[src/rtl/fp8sr_pkg.sv]
`timescale 1ns / 1ps
// ----------------------------------------------------------------------------
// fp8sr_pkg: shared constants for the FP32 to FP8 converter
// Field widths of the single-precision input and the 8-bit result, and the
// reset value of the exponent width register.
// ----------------------------------------------------------------------------
package fp8sr_pkg;

  localparam int unsigned FracW    = 23;
  localparam int unsigned Fp32ExpW = 8;
  localparam int unsigned Fp32W    = 32;
  localparam int unsigned RndW     = 23;
  localparam int unsigned Fp8W     = 8;
  localparam int unsigned CfgW     = 3;

  localparam logic [Fp32ExpW-1:0] Fp32ExpAllOnes = 8'hFF;
  localparam logic signed [9:0]   Fp32Bias       = 10'sd127;

  localparam logic [CfgW-1:0] ExpBitsMin   = 3'd2;
  localparam logic [CfgW-1:0] ExpBitsMax   = 3'd6;
  localparam logic [CfgW-1:0] ExpBitsReset = 3'd4;

  // mantissa width plus discarded width is always 23
  localparam logic [CfgW-1:0] MantPlusExp = 3'd7;
  localparam logic [4:0]      DropBase    = 5'd16;

  localparam logic [Fp8W-2:0] MagAllOnes = 7'h7F;

endpackage

[src/rtl/fp8sr_convert.sv]
`timescale 1ns / 1ps
// ----------------------------------------------------------------------------
// fp8sr_convert: single-pass FP32 to FP8 conversion
// Rebias, subnormal shift, stochastic round and saturation for one item.
// ----------------------------------------------------------------------------
module fp8sr_convert (
  input  logic [fp8sr_pkg::CfgW-1:0]  exp_bits_i,
  input  logic [fp8sr_pkg::Fp32W-1:0] float_bits_i,
  input  logic [fp8sr_pkg::RndW-1:0]  random_word_i,
  output logic [fp8sr_pkg::Fp8W-1:0]  small_float_o
);
  import fp8sr_pkg::*;

  always_comb begin
    logic [CfgW-1:0]     e_eff;
    logic [CfgW-1:0]     m_bits;
    logic [4:0]          drop;
    logic [6:0]          pow_e;
    logic [6:0]          exp_max;
    logic [5:0]          man_max;
    logic signed [9:0]   bias;
    logic signed [9:0]   te;
    logic signed [9:0]   sh;
    logic                sign;
    logic [7:0]          exp8;
    logic [FracW-1:0]    frac;
    logic [FracW:0]      man;
    logic [FracW:0]      dmask;
    logic [FracW:0]      rem;
    logic [FracW:0]      rnd_m;
    logic [FracW:0]      man_sh;
    logic [5:0]          trunc;
    logic [6:0]          exp_out;
    logic                sat;

    e_eff = exp_bits_i;
    if (exp_bits_i < ExpBitsMin) e_eff = ExpBitsMin;
    if (exp_bits_i > ExpBitsMax) e_eff = ExpBitsMax;
    m_bits  = MantPlusExp - e_eff;
    drop    = DropBase + {2'b00, e_eff};
    pow_e   = 7'd1 << e_eff;
    exp_max = pow_e - 7'd1;
    man_max = (6'd1 << m_bits) - 6'd1;
    bias    = $signed({4'b0000, exp_max[6:1]});

    sign = float_bits_i[Fp32W-1];
    exp8 = float_bits_i[Fp32W-2:FracW];
    frac = float_bits_i[FracW-1:0];

    te      = $signed({2'b00, exp8}) - Fp32Bias + bias;
    sh      = 10'sd1 - te;
    sat     = (exp8 == Fp32ExpAllOnes) || (te >= $signed({3'b000, pow_e}));
    exp_out = '0;

    if (te < 10'sd1) begin
      if (sh >= 10'sd24) begin
        man = '0;
      end else begin
        man = {1'b1, frac} >> sh[4:0];
      end
    end else begin
      man     = {1'b0, frac};
      exp_out = te[6:0];
    end

    dmask  = ((FracW+1)'(1) << drop) - (FracW+1)'(1);
    rem    = man & dmask;
    rnd_m  = {1'b0, random_word_i} & dmask;
    man_sh = man >> drop;
    trunc  = man_sh[5:0] & man_max;

    if (rnd_m < rem) trunc = trunc + 6'd1;
    if (trunc > man_max) begin
      trunc   = '0;
      exp_out = exp_out + 7'd1;
      if (exp_out > exp_max) sat = 1'b1;
    end

    if (sat) begin
      small_float_o = {sign, MagAllOnes};
    end else begin
      small_float_o = {sign, 7'(exp_out << m_bits) | {1'b0, trunc}};
    end
  end

endmodule

[src/rtl/fp32_to_fp8_stochastic_round.sv]
`timescale 1ns / 1ps
// ----------------------------------------------------------------------------
// fp32_to_fp8_stochastic_round: streaming FP32 to FP8 converter
// Converts single-precision items to an 8-bit float with configurable
// exponent width, using a per-item random word for stochastic rounding.
// ----------------------------------------------------------------------------
// Usage:
//   Input channel (in_valid_i / in_ready_o) carries float_bits_i and
//   random_word_i; an item is taken when both are high.
//   Output channel (out_valid_o / out_ready_i) carries small_float_o.
//   cfg_we_i writes cfg_wdata_i into the exponent width register; write it
//   only while no item is in flight. Widths below 2 act as 2, above 6 as 6.
// Timing:
//   An item is captured in an input register, converted in one pass of
//   logic, and held in the result register; out_valid_o rises when the
//   result register is loaded. Throughput is 1 item per cycle while the
//   receiver does not stall, set by the two-stage register pipeline with
//   a single conversion pass between them.
// Reset and stall:
//   Reset empties both stages and sets the exponent width to 4.
//   While the receiver stalls, the result holds and one more item can sit
//   in the input register; in_ready_o drops only when both are full.
// ----------------------------------------------------------------------------
module fp32_to_fp8_stochastic_round (
  input  logic                        clk_i,
  input  logic                        rst_ni,
  input  logic                        cfg_we_i,
  input  logic [fp8sr_pkg::CfgW-1:0]  cfg_wdata_i,
  input  logic                        in_valid_i,
  output logic                        in_ready_o,
  input  logic [fp8sr_pkg::Fp32W-1:0] float_bits_i,
  input  logic [fp8sr_pkg::RndW-1:0]  random_word_i,
  output logic                        out_valid_o,
  input  logic                        out_ready_i,
  output logic [fp8sr_pkg::Fp8W-1:0]  small_float_o
);
  import fp8sr_pkg::*;

  logic [CfgW-1:0]  exp_bits_q;
  logic             in_valid_q;
  logic [Fp32W-1:0] float_q;
  logic [RndW-1:0]  rnd_q;
  logic             out_valid_q;
  logic [Fp8W-1:0]  result_q;
  logic [Fp8W-1:0]  result_d;
  logic             out_free;
  logic             in_load;

  assign out_free   = !out_valid_q || out_ready_i;
  assign in_ready_o = !in_valid_q || out_free;
  assign in_load    = in_valid_i && in_ready_o;

  always_ff @(posedge clk_i or negedge rst_ni) begin
    if (!rst_ni) begin
      exp_bits_q <= ExpBitsReset;
    end else if (cfg_we_i) begin
      exp_bits_q <= cfg_wdata_i;
    end
  end

  always_ff @(posedge clk_i or negedge rst_ni) begin
    if (!rst_ni) begin
      in_valid_q  <= 1'b0;
      out_valid_q <= 1'b0;
    end else begin
      if (in_ready_o) in_valid_q <= in_valid_i;
      if (out_free) out_valid_q <= in_valid_q;
    end
  end

  always_ff @(posedge clk_i) begin
    if (in_load) begin
      float_q <= float_bits_i;
      rnd_q   <= random_word_i;
    end
    if (out_free && in_valid_q) result_q <= result_d;
  end

  fp8sr_convert u_convert (
    .exp_bits_i    (exp_bits_q),
    .float_bits_i  (float_q),
    .random_word_i (rnd_q),
    .small_float_o (result_d)
  );

  assign out_valid_o   = out_valid_q;
  assign small_float_o = result_q;

endmodule

[config.mk]
export PLATFORM = sky130hd
export DESIGN_NAME = fp32_to_fp8_stochastic_round
export DESIGN_NICKNAME = d
export VERILOG_FILES = /design/src/rtl/fp8sr_pkg.sv /design/src/rtl/fp8sr_convert.sv /design/src/rtl/fp32_to_fp8_stochastic_round.sv
export SDC_FILE = /design/constraint.sdc
export NUM_CORES = 1
export LEC_CHECK = 0
export ABC_AREA = 0
export BUFFER_PORTS_ARGS = -buffer_cell sky130_fd_sc_hd__buf_2
export CELL_PAD_IN_SITES_DETAIL_PLACEMENT = 1
export CELL_PAD_IN_SITES_GLOBAL_PLACEMENT = 1
export CORE_ASPECT_RATIO = 0.9
export CORE_MARGIN = 2
export CORE_UTILIZATION = 49
export DETAILED_ROUTE_END_ITERATION = 8
export PLACE_DENSITY = 0.9
export SETUP_SLACK_MARGIN = 0.05
export SLEW_MARGIN = 20
export SYNTH_ARGS = -nofsm -noshare
export SYNTH_HDL_FRONTEND = slang
export SYNTH_SLANG_ARGS = --single-unit
[constraint.sdc]
create_clock -name clk_i -period 22.8 [get_ports clk_i]
set_input_delay 2.28 -clock clk_i [delete_from_list [all_inputs] [get_ports clk_i]]
set_output_delay 2.28 -clock clk_i [all_outputs]
set_load 0.005 [all_outputs]
Word level (Yosys, flattened, before mapping)
Cells that the tools add are included. Widths: inputs -> output; s select.

Register bits: 68.

Add/sub/neg operators: 10. $lt $le $gt $ge: 8. Eq/ne operators: 1. Shifts and indexed selects: 6. Multiplexer cells: 10. Bitwise logic cells: 4. Reduce and logical (&&, ||, !) cells: 7.

Operators with widths (number): $mux 24 (2); $and 23x24->24 (1); $and 24x24->24 (1); $lt 24x24->1 (1); $shl 1x5->24 const A (1); $shr 24x5->24 (1); $shr 24x5->6 (1); $sub 24x2->24 const B (1); $mux 7 (2); $mux 6 (2); $add 10x7->10 (1); $ge 10x6->1 const B (1); $ge 10x8->1 (1); $lt 10x2->1 const B (1); $sub 2x10->10 const A (1); $sub 8x7->9 const B (1); $eq 8x8->1 const B (1); $add 7x1->7 const B (1); $gt 7x7->1 (1); $or 7x6->7 (1); $shl 1x3->7 const A (1); $shl 7x3->7 (1); $sub 7x1->7 const B (1); $add 6x1->6 const B (1); other kinds (13) (19).

Depth between registers and ports, before layout
Gate-level depths: netlist of the first run.

Word-level depth: 18. Depth in mapped cells: 45.

Hierarchy
A second synthesis of the first run with hierarchy kept.

Cell total of the unflattened synthesis: 650. Area, all modules: 6182.2 um^2.

By module, submodules not included: fp8sr_convert (times used 1, cells each 573, area an instance 4078.9 um^2); fp32_to_fp8_stochastic_round (times used 1, cells each 77, area an instance 2103.3 um^2).

Worst setup path after synthesis of the first run
Ideal clock, no wire load.

Kind: register -> register. Start point: register exp_bits_q[1]. End point: register result_q[5], in the netlist small_float_o[5] (data pin). Library setup time: 0.272 ns. Arrival: 9.057 ns. Path slack: 13.471 ns. Stages on the path, launching flop included: 43. Buffers on the path: 7. Period minus slack after synthesis: 9.329 ns. Cell sequence: dfrtp_1 -> buf_2 -> inv_1 -> nor2_1 -> o21ai_1 -> clkbuf_1 -> a21oi_1 -> ha_1 -> o21a_1 -> or2_0 -> buf_2 -> a211o_1 -> and2_1 -> buf_6 -> a2111oi_4 -> a21o_1 -> clkbuf_1 -> clkbuf_1 -> (+7 left out) -> a21o_1 -> a21oi_1 -> o221ai_1 -> or4b_1 -> o22ai_2 -> nand2_1 -> or4_4 -> xnor2_1 -> ha_1 -> o21ai_0 -> nand2b_1 -> a211o_1 -> nand3_1 -> xnor2_1 -> or2_2 -> a31o_2 -> a211oi_1 -> o41ai_2.

Word-level cells in the longest chain between the ends: 18. Elaborated cells between the ends (all ways): 38. Those cells by class: add/sub (9); order compare (8); shift (6); mux (10); bitwise (4); reduce/logical (1).

RTL lines: start: declaration (line fp32_to_fp8_stochastic_round.sv:39) `logic [CfgW-1:0] exp_bits_q;`; start signal: assignment (line fp32_to_fp8_stochastic_round.sv:55) `exp_bits_q <= ExpBitsReset;`; start signal: assignment (line fp32_to_fp8_stochastic_round.sv:57) `exp_bits_q <= cfg_wdata_i;`; $lt 3x2->1 (line fp8sr_convert.sv:37) `if (exp_bits_i < ExpBitsMin) e_eff = ExpBitsMin;`; $mux 3 (line fp8sr_convert.sv:37); $mux 3 (*) (line fp8sr_convert.sv:38) `if (exp_bits_i > ExpBitsMax) e_eff = ExpBitsMax;`; $shl 1x3->7 (line fp8sr_convert.sv:41) `pow_e = 7'd1 << e_eff;`; $sub 7x1->7 (line fp8sr_convert.sv:42) `exp_max = pow_e - 7'd1;`; $add 10x7->10 (line fp8sr_convert.sv:50) `te = $signed({2'b00, exp8}) - Fp32Bias + bias;`; $sub 2x10->10 (line fp8sr_convert.sv:51) `sh = 10'sd1 - te;`; $ge 10x6->1 / $shr 24x5->24 (equally long branches) (line fp8sr_convert.sv:56, fp8sr_convert.sv:59); (+2 left out); $shr 24x5->6 (line fp8sr_convert.sv:69) `man_sh = man >> drop;`; $and 6x6->6 (line fp8sr_convert.sv:70) `trunc = man_sh[5:0] & man_max;`; $add 6x1->6 (line fp8sr_convert.sv:72) `if (rnd_m < rem) trunc = trunc + 6'd1;`; $mux 6 (line fp8sr_convert.sv:72); $gt 6x6->1 (line fp8sr_convert.sv:73) `if (trunc > man_max) begin`; $mux 7 (line fp8sr_convert.sv:73); $shl 7x3->7 (line fp8sr_convert.sv:82) `small_float_o = {sign, 7'(exp_out << m_bits) | {1'b0, trunc}};`; $or 7x6->7 (line fp8sr_convert.sv:82); end signal: assignment (line fp32_to_fp8_stochastic_round.sv:76) `if (out_free && in_valid_q) result_q <= result_d;`; end: declaration (line fp32_to_fp8_stochastic_round.sv:44) `logic [Fp8W-1:0] result_q;`.

Mark *: on every way between the ends. The rest lies on a longest branch, timed or not. A chain may end at the register's enable or synchronous reset.

Final worst setup path of the first run
Start point: register exp_bits_q[2]. End point: register result_q[4], in the netlist small_float_o[4] (data pin).

The elaborated chain is that of the path after synthesis.

==> flow_summary.ini, run 1 <==
[critical_path]
cp_max_fo = 24
crit_type = flop to flop
required_ps = 23020
slowest_delay_ps = 900
arrival_ps = 11430
cp-end-kind = flop
path_delay_family = compound AO/OA/AOI/OAI gates
path_buf_inv = 2
crit_top_cell = a21o_1
cpMaxStageDelayCell = dfstp_2
r2r_setup_slack_ps = 11590
crit_path_start_kind = flop

[yosys]
syn_inst = 653
synth_top_area_cell = edfxtp_1
synth_top_cell_area_share_pct = 31.0
yosysWarnings = 0
synthArstFlopShare_pct = 7.46
netlist_area_um2 = 6000
synthTopCellsByArea = edfxtp_1, ha_1, mux2i_1
yosysSeqAreaShare_pct = 33.1
synth_edf_count = 62
synth_cell_types = 80
synth-seq-cells = 67
syn_area_per_cell_um2 = 9.20
synth_flop_cell = edfxtp_1

[timing]
setup_viol = 0
fmax_mhz = 89.2
clock_skew_ps = 8.76
final_hold_viol_count = 0
relSlewSlack_pct = 39.2
fin_crit_sh_pct = 49.2
period_needed_ps = 11210
tightest_slew_ps = 907
fin_setup_tns_ps = 0
slew_violations = 0
rsz0062_at_grt = false

[detailed_routing]
drtIter0Drc = 530
wl_per_cell_um = 22.2
drc_errors = 0
detailroute.via_count = 5620
via_per_inst = 6.42
drt_wl_total_um = 19500
ant_nets = 0
dr.pass1.iters = 5

[floorplan]
die-area_um2 = 13200
initial_core_util_pct = 49.9
die_w_um = 121
num_rows = 38
die_h_um = 109
io_pins = 73
core_area_um2 = 12000

[place]
io_buffers = 71
hpwl_um = 14100
gp_congestion = 0.904

[global_route]
antenna_found_initial = 0
grt_pass1_vias = 5765
grt_first_pass_wirelength_um = 31200
grt.total_usage_pct = 31.2
overflow = 0
grt_max_degree = 55

[clocking]
post_cts_buffers = 0
h-tree-depth = 3
postCtsHoldBufs = 0
clock_tree.root_cell = clkbuf_16
cts_sinks = 67
clk_latency_ps = 360
cts_tree = done
cts_buffer_depth = 2
clkTransAtPathRegs_ps = 60
cts_resized = 0
cts-buffers-inserted = 9

[flow_run]
maxCapViolCount = 0

[worst_hold_path]
hold_path_class = flop to flop

[power]
power_density_nw_per_um2 = 94.1
power_leakage_nw = 2.82
switching_share_pct = 43.1
clockPowerShare_pct = 24.5
vdd_drop_max_uv = 66.7
p_sw_w = 0.000276
internal-power_w = 0.000365
seqPwrFrac_pct = 24.5
total_power_w = 0.000641
power_frac_comb_pct = 51.0

[final_layout]
final_common_cell = buf_2
area_delta_synth_final_pct = 13.4
fin_util_pct = 56.6
final_cell_mix = buf_2, nand2_1, edfxtp_1
fin_nets = 821
drive_above_1_share_pct = 18.2
diodes = 0

[outcome]
status = completed
-- layer usage --
layer	wire [µm]	GRT usage, %	vias up
li1	-	-	2591
met1	8430	41.7	2780
met2	9400	52.1	220
met3	1270	5.23	29
met4	355	9.14	0
met5	0	0	-
-- final cells by class --
class                   count  area [µm²]
fillers                  1404        5220
multi-input cells         531        3790
flip-flops and latches     67        1990
repair buffers             79         415
clock buffers               9         225
well taps                 160         200
clock inverters             7         104
inverters                  22        83.8
-- kinds of logic after synthesis --
logic type / Yosys count / share of synthesized area, %
adders and majority gates: 50 / 10.3
other: 2 / 0.125
muxes: 38 / 7.25
xor gates and xnor gates: 26 / 4.04
DFF: 67 / 33.1
buffers and inverters: 62 / 4.23
and+or+nand+nor: 208 / 16.9
AOI/OAI and AO/OA: 200 / 24.0
-- synth_stat cells, types with 3 or more instances --
| cell type | count |
|---|---|
| a211o_1 | 6 |
| a211oi_1 | 12 |
| a21o_1 | 19 |
| a21oi_1 | 32 |
| a221o_1 | 3 |
| a22oi_1 | 14 |
| a31oi_1 | 12 |
| a32oi_1 | 4 |
| and2_1 | 13 |
| and3_1 | 6 |
| buf_1 | 3 |
| buf_2 | 4 |
| clkbuf_1 | 31 |
| dfrtp_1 | 4 |
| edfxtp_1 | 62 |
| ha_1 | 48 |
| inv_1 | 17 |
| inv_2 | 3 |
| mux2_2 | 4 |
| mux2i_1 | 30 |
| mux4_2 | 4 |
| nand2_1 | 70 |
| nand2b_1 | 5 |
| nand3_1 | 18 |
| nand4_1 | 7 |
| nor2_1 | 44 |
| nor2b_1 | 7 |
| nor3_1 | 19 |
| o211ai_1 | 10 |
| o21a_1 | 5 |
| o21ai_0 | 30 |
| o21ai_1 | 3 |
| o22a_1 | 3 |
| o22ai_1 | 7 |
| o31a_1 | 3 |
| o31ai_1 | 7 |
| or2_2 | 4 |
| xnor2_1 | 19 |
| xor2_1 | 5 |
-- power groups by stage --
stage	sequential, W	clock, W	combinational [W]
floorplan	0.000155	0	0.000232
global placement	0.000158	0	0.000301
detailed placement	0.000159	0	0.000313
CTS	0.000157	0.000159	0.000319
global route	0.000158	0.000162	0.000355
finish	0.000157	0.000157	0.000327
-- through the flow --
step / instance area, µm² / setup slack, ps / instances / hold WS [ps]
finish: 6810 / 11590 / 875 / 421
global route: 6810 / 10610 / 875 / 422
CTS: 6810 / 11710 / 875 / 423
detailed placement: 6480 / 11750 / 859 / 409
global placement: 6480 / 12080 / 859 / 406
floorplan: 6030 / 13470 / 660 / 400
-- flip-flops by register name, summed over array words and instances, names as in the netlist --
register,count
exp_bits_q,3
float_q,32
in_valid_q,1
out_valid_o,1
rnd_q,22
small_float_o,8
-- worst register-to-register path, delay by kind of cell (launching register included) --
kind                     cells  cell delay [ps]
flip-flops                   1              900
XOR/XNOR                     2              600
multiplexers                 1              200
AND/OR/NAND/NOR              9             2920
buffers and inverters        2              530
adder cells (fa/ha/maj)      3             1000
AO/OA/AOI/OAI               19             4930
-- worst paths after layout --
| path | endpoint | cells after the start | start |
|---|---|---|---|
| setup / recovery | small_float_o[4] | 36 | exp_bits_q[2] |
| hold / removal | small_float_o[7] | 0 | float_q[31] |
| setup reg to reg | small_float_o[4] | 36 | exp_bits_q[2] |
| hold reg to reg | small_float_o[7] | 0 | float_q[31] |
| max in group asynchronous | exp_bits_q[2] | 1 | rst_ni |
| min in group asynchronous | out_valid_o | 1 | rst_ni |
Note: power is estimated with default switching activity, not from simulation.
==> run 2, diff against run 1 <==
Settings changed: ABC_AREA 0 to 1, CORE_UTILIZATION 49 to 43, PLACE_DENSITY 0.9 to 0.85.
Clock period 22.8 ns to 10.7 ns, I/O delays scaled along.
==> run 2 against run 1 <==
Wire length down 13%. Global-route usage down 6.7 points. Sequential power up 110%. Synthesized cell count up 27%. Register-to-register slack worse by 10000 ps. Clock skew up 3.0 ps. Design area down 1.7%. Combinational power up 90%.
==> flow_summary.ini, run 2 <==
[detailed_routing]
dr.pass1.iters = 4
drtIter0Drc = 312
detailroute.via_count = 5704
drt_wl_total_um = 16900
ant_nets = 0
via_per_inst = 5.38
drc_errors = 0
wl_per_cell_um = 15.9

[critical_path]
slowest_delay_ps = 750
arrival_ps = 9160
cp_max_fo = 29
crit_path_start_kind = flop
crit_type = flop to flop
required_ps = 10780
cpMaxStageDelayCell = dfstp_2
cp-end-kind = flop
crit_top_cell = nand2_1

[power]
power_leakage_nw = 3.27
vdd_drop_max_uv = 111
power_density_nw_per_um2 = 188

[final_layout]
diodes = 0
final_cell_mix = nand2_1, inv_1, buf_2
final-seq-area_um2 = 1990
fin_nets = 999
final_common_cell = nand2_1
fillers = 1757
largest_register_ffs = 32
area_delta_synth_final_pct = 13.1
final_cell_count_no_fill = 1061
regMostFlops = float_q
final_area_um2 = 6700
multi_input_area_um2 = 3440
drive_above_1_share_pct = 13.2

[timing]
tightest_slew_ps = 943
rsz0062_at_grt = false
period_needed_ps = 9080
fmax_mhz = 110
final_hold_viol_count = 0
setup_viol = 0
clock_skew_ps = 11.7
fin_setup_tns_ps = 0
fin_crit_sh_pct = 84.9
setup_slack_ps = 1620
slew_violations = 0
relSlewSlack_pct = 37.1

[global_route]
grt.total_usage_pct = 24.4
grt_max_degree = 55
antenna_found_initial = 0
overflow = 0
grt_first_pass_wirelength_um = 28300
grt_pass1_vias = 5784

[flow_run]
maxCapViolCount = 0

[yosys]
synth_compound_area_share_pct = 14.8
synth_cell_types = 50
syn_area_per_cell_um2 = 7.15
synth_flop_cell = edfxtp_1
synthTopCellsByArea = edfxtp_1, nand2_1, ha_1
synth_simple_gate_area_share_pct = 29.7
synth_top_cell_area_share_pct = 31.4
synth_top_area_cell = edfxtp_1
synthXorXnorAreaFrac_pct = 1.16
synth_top_family_by_area = simple AND/OR/NAND/NOR gates
synth-adder-area-share_pct = 10.1
synthMuxAreaShare_pct = 1.69
syn_inst = 828
synth-seq-cells = 67
ys_top_cells_by_count = nand2_1, inv_1, nor2_1
yosysSeqAreaShare_pct = 33.6
yosysWarnings = 0
synth_edf_count = 62
netlist_area_um2 = 5920
synthArstFlopShare_pct = 7.46
synth_most_common_cell = nand2_1

[floorplan]
core_area_um2 = 13400
die_w_um = 128
initial_core_util_pct = 44.2
die-area_um2 = 14700
io_pins = 73
num_rows = 40
die_h_um = 115

[clocking]
postCtsHoldBufs = 0
clkTransAtPathRegs_ps = 50
cts_resized = 0
h-tree-depth = 3
cts_buffer_depth = 2
cts-buffers-inserted = 9
post_cts_buffers = 0
clk_latency_ps = 350
clock_tree.root_cell = clkbuf_16
cts_tree = done
cts_sinks = 67

[place]
gp_congestion = 0.869
dp_worst_setup_slack_ps = 1740
hpwl_um = 13200
io_buffers = 71
placed_cell_area_um2 = 6390
placed_cells = 1045

[outcome]
status = completed

[worst_hold_path]
hold_path_class = flop to flop
[run 2: metal layers]
layer	vias to the layer above	global-route usage [%]	part of all wire (%)
li1	2890	-	-
met5	-	0	0
met4	0	7.84	1.6
met3	22	4.79	4.2
met1	2679	32.9	48
met2	113	39.9	46
[run 2: final timing paths]
kind	startpoint	end	slack, ps	depth (start not counted)
setup / recovery	exp_bits_q[2]	small_float_o[5]	1620	45
hold / removal	float_q[31]	small_float_o[7]	420	0
setup reg to reg	exp_bits_q[2]	small_float_o[5]	1620	45
hold reg to reg	float_q[31]	small_float_o[7]	420	0
max in group asynchronous	rst_ni	exp_bits_q[2]	9960	1
min in group asynchronous	rst_ni	in_valid_q	530	1
[run 2: kinds of logic after synthesis]
kind of cell    after synthesis
simple gates                419
compound gates              145
fa+ha+maj                    48
mux                          10
xor+xnor                      7
buf+inv                     130
flops                        67
other cells                   2
[run 2: worst max-delay path, delay by kind of cell, from the launching register on]
kind	cells	cell delay (ps)
simple gates	24	3920
flops	1	750
buf+inv	6	1010
compound gates	12	2190
fa+ha+maj	3	910
[run 2: cell type report]
class | instances | area share, %
Multi-Input combinational cell | 638 | 51.4
Sequential cell | 67 | 29.7
Timing Repair Buffer | 76 | 5.87
Inverter | 96 | 5.40
Clock buffer | 9 | 3.36
Tap cell | 168 | 3.14
Clock inverter | 7 | 1.14
[run 2: report_power, final]
part           leakage [nW]  internal [W]  switching, W
registers             0.650      0.000317     0.0000144
clock network         0.142      0.000182      0.000121
logic                  2.48      0.000203      0.000419
[run 2: metrics by stage]
step	hold slack (ps)	utilization, %	total power [W]
2_1_floorplan	400	-	0.000794
3_3_place_gp	401	47.7	0.000930
3_5_place_dp	406	47.7	0.000950
4_1_cts	419	49.9	0.00126
5_1_grt	430	49.9	0.00136
6_report	417	49.9	0.00126
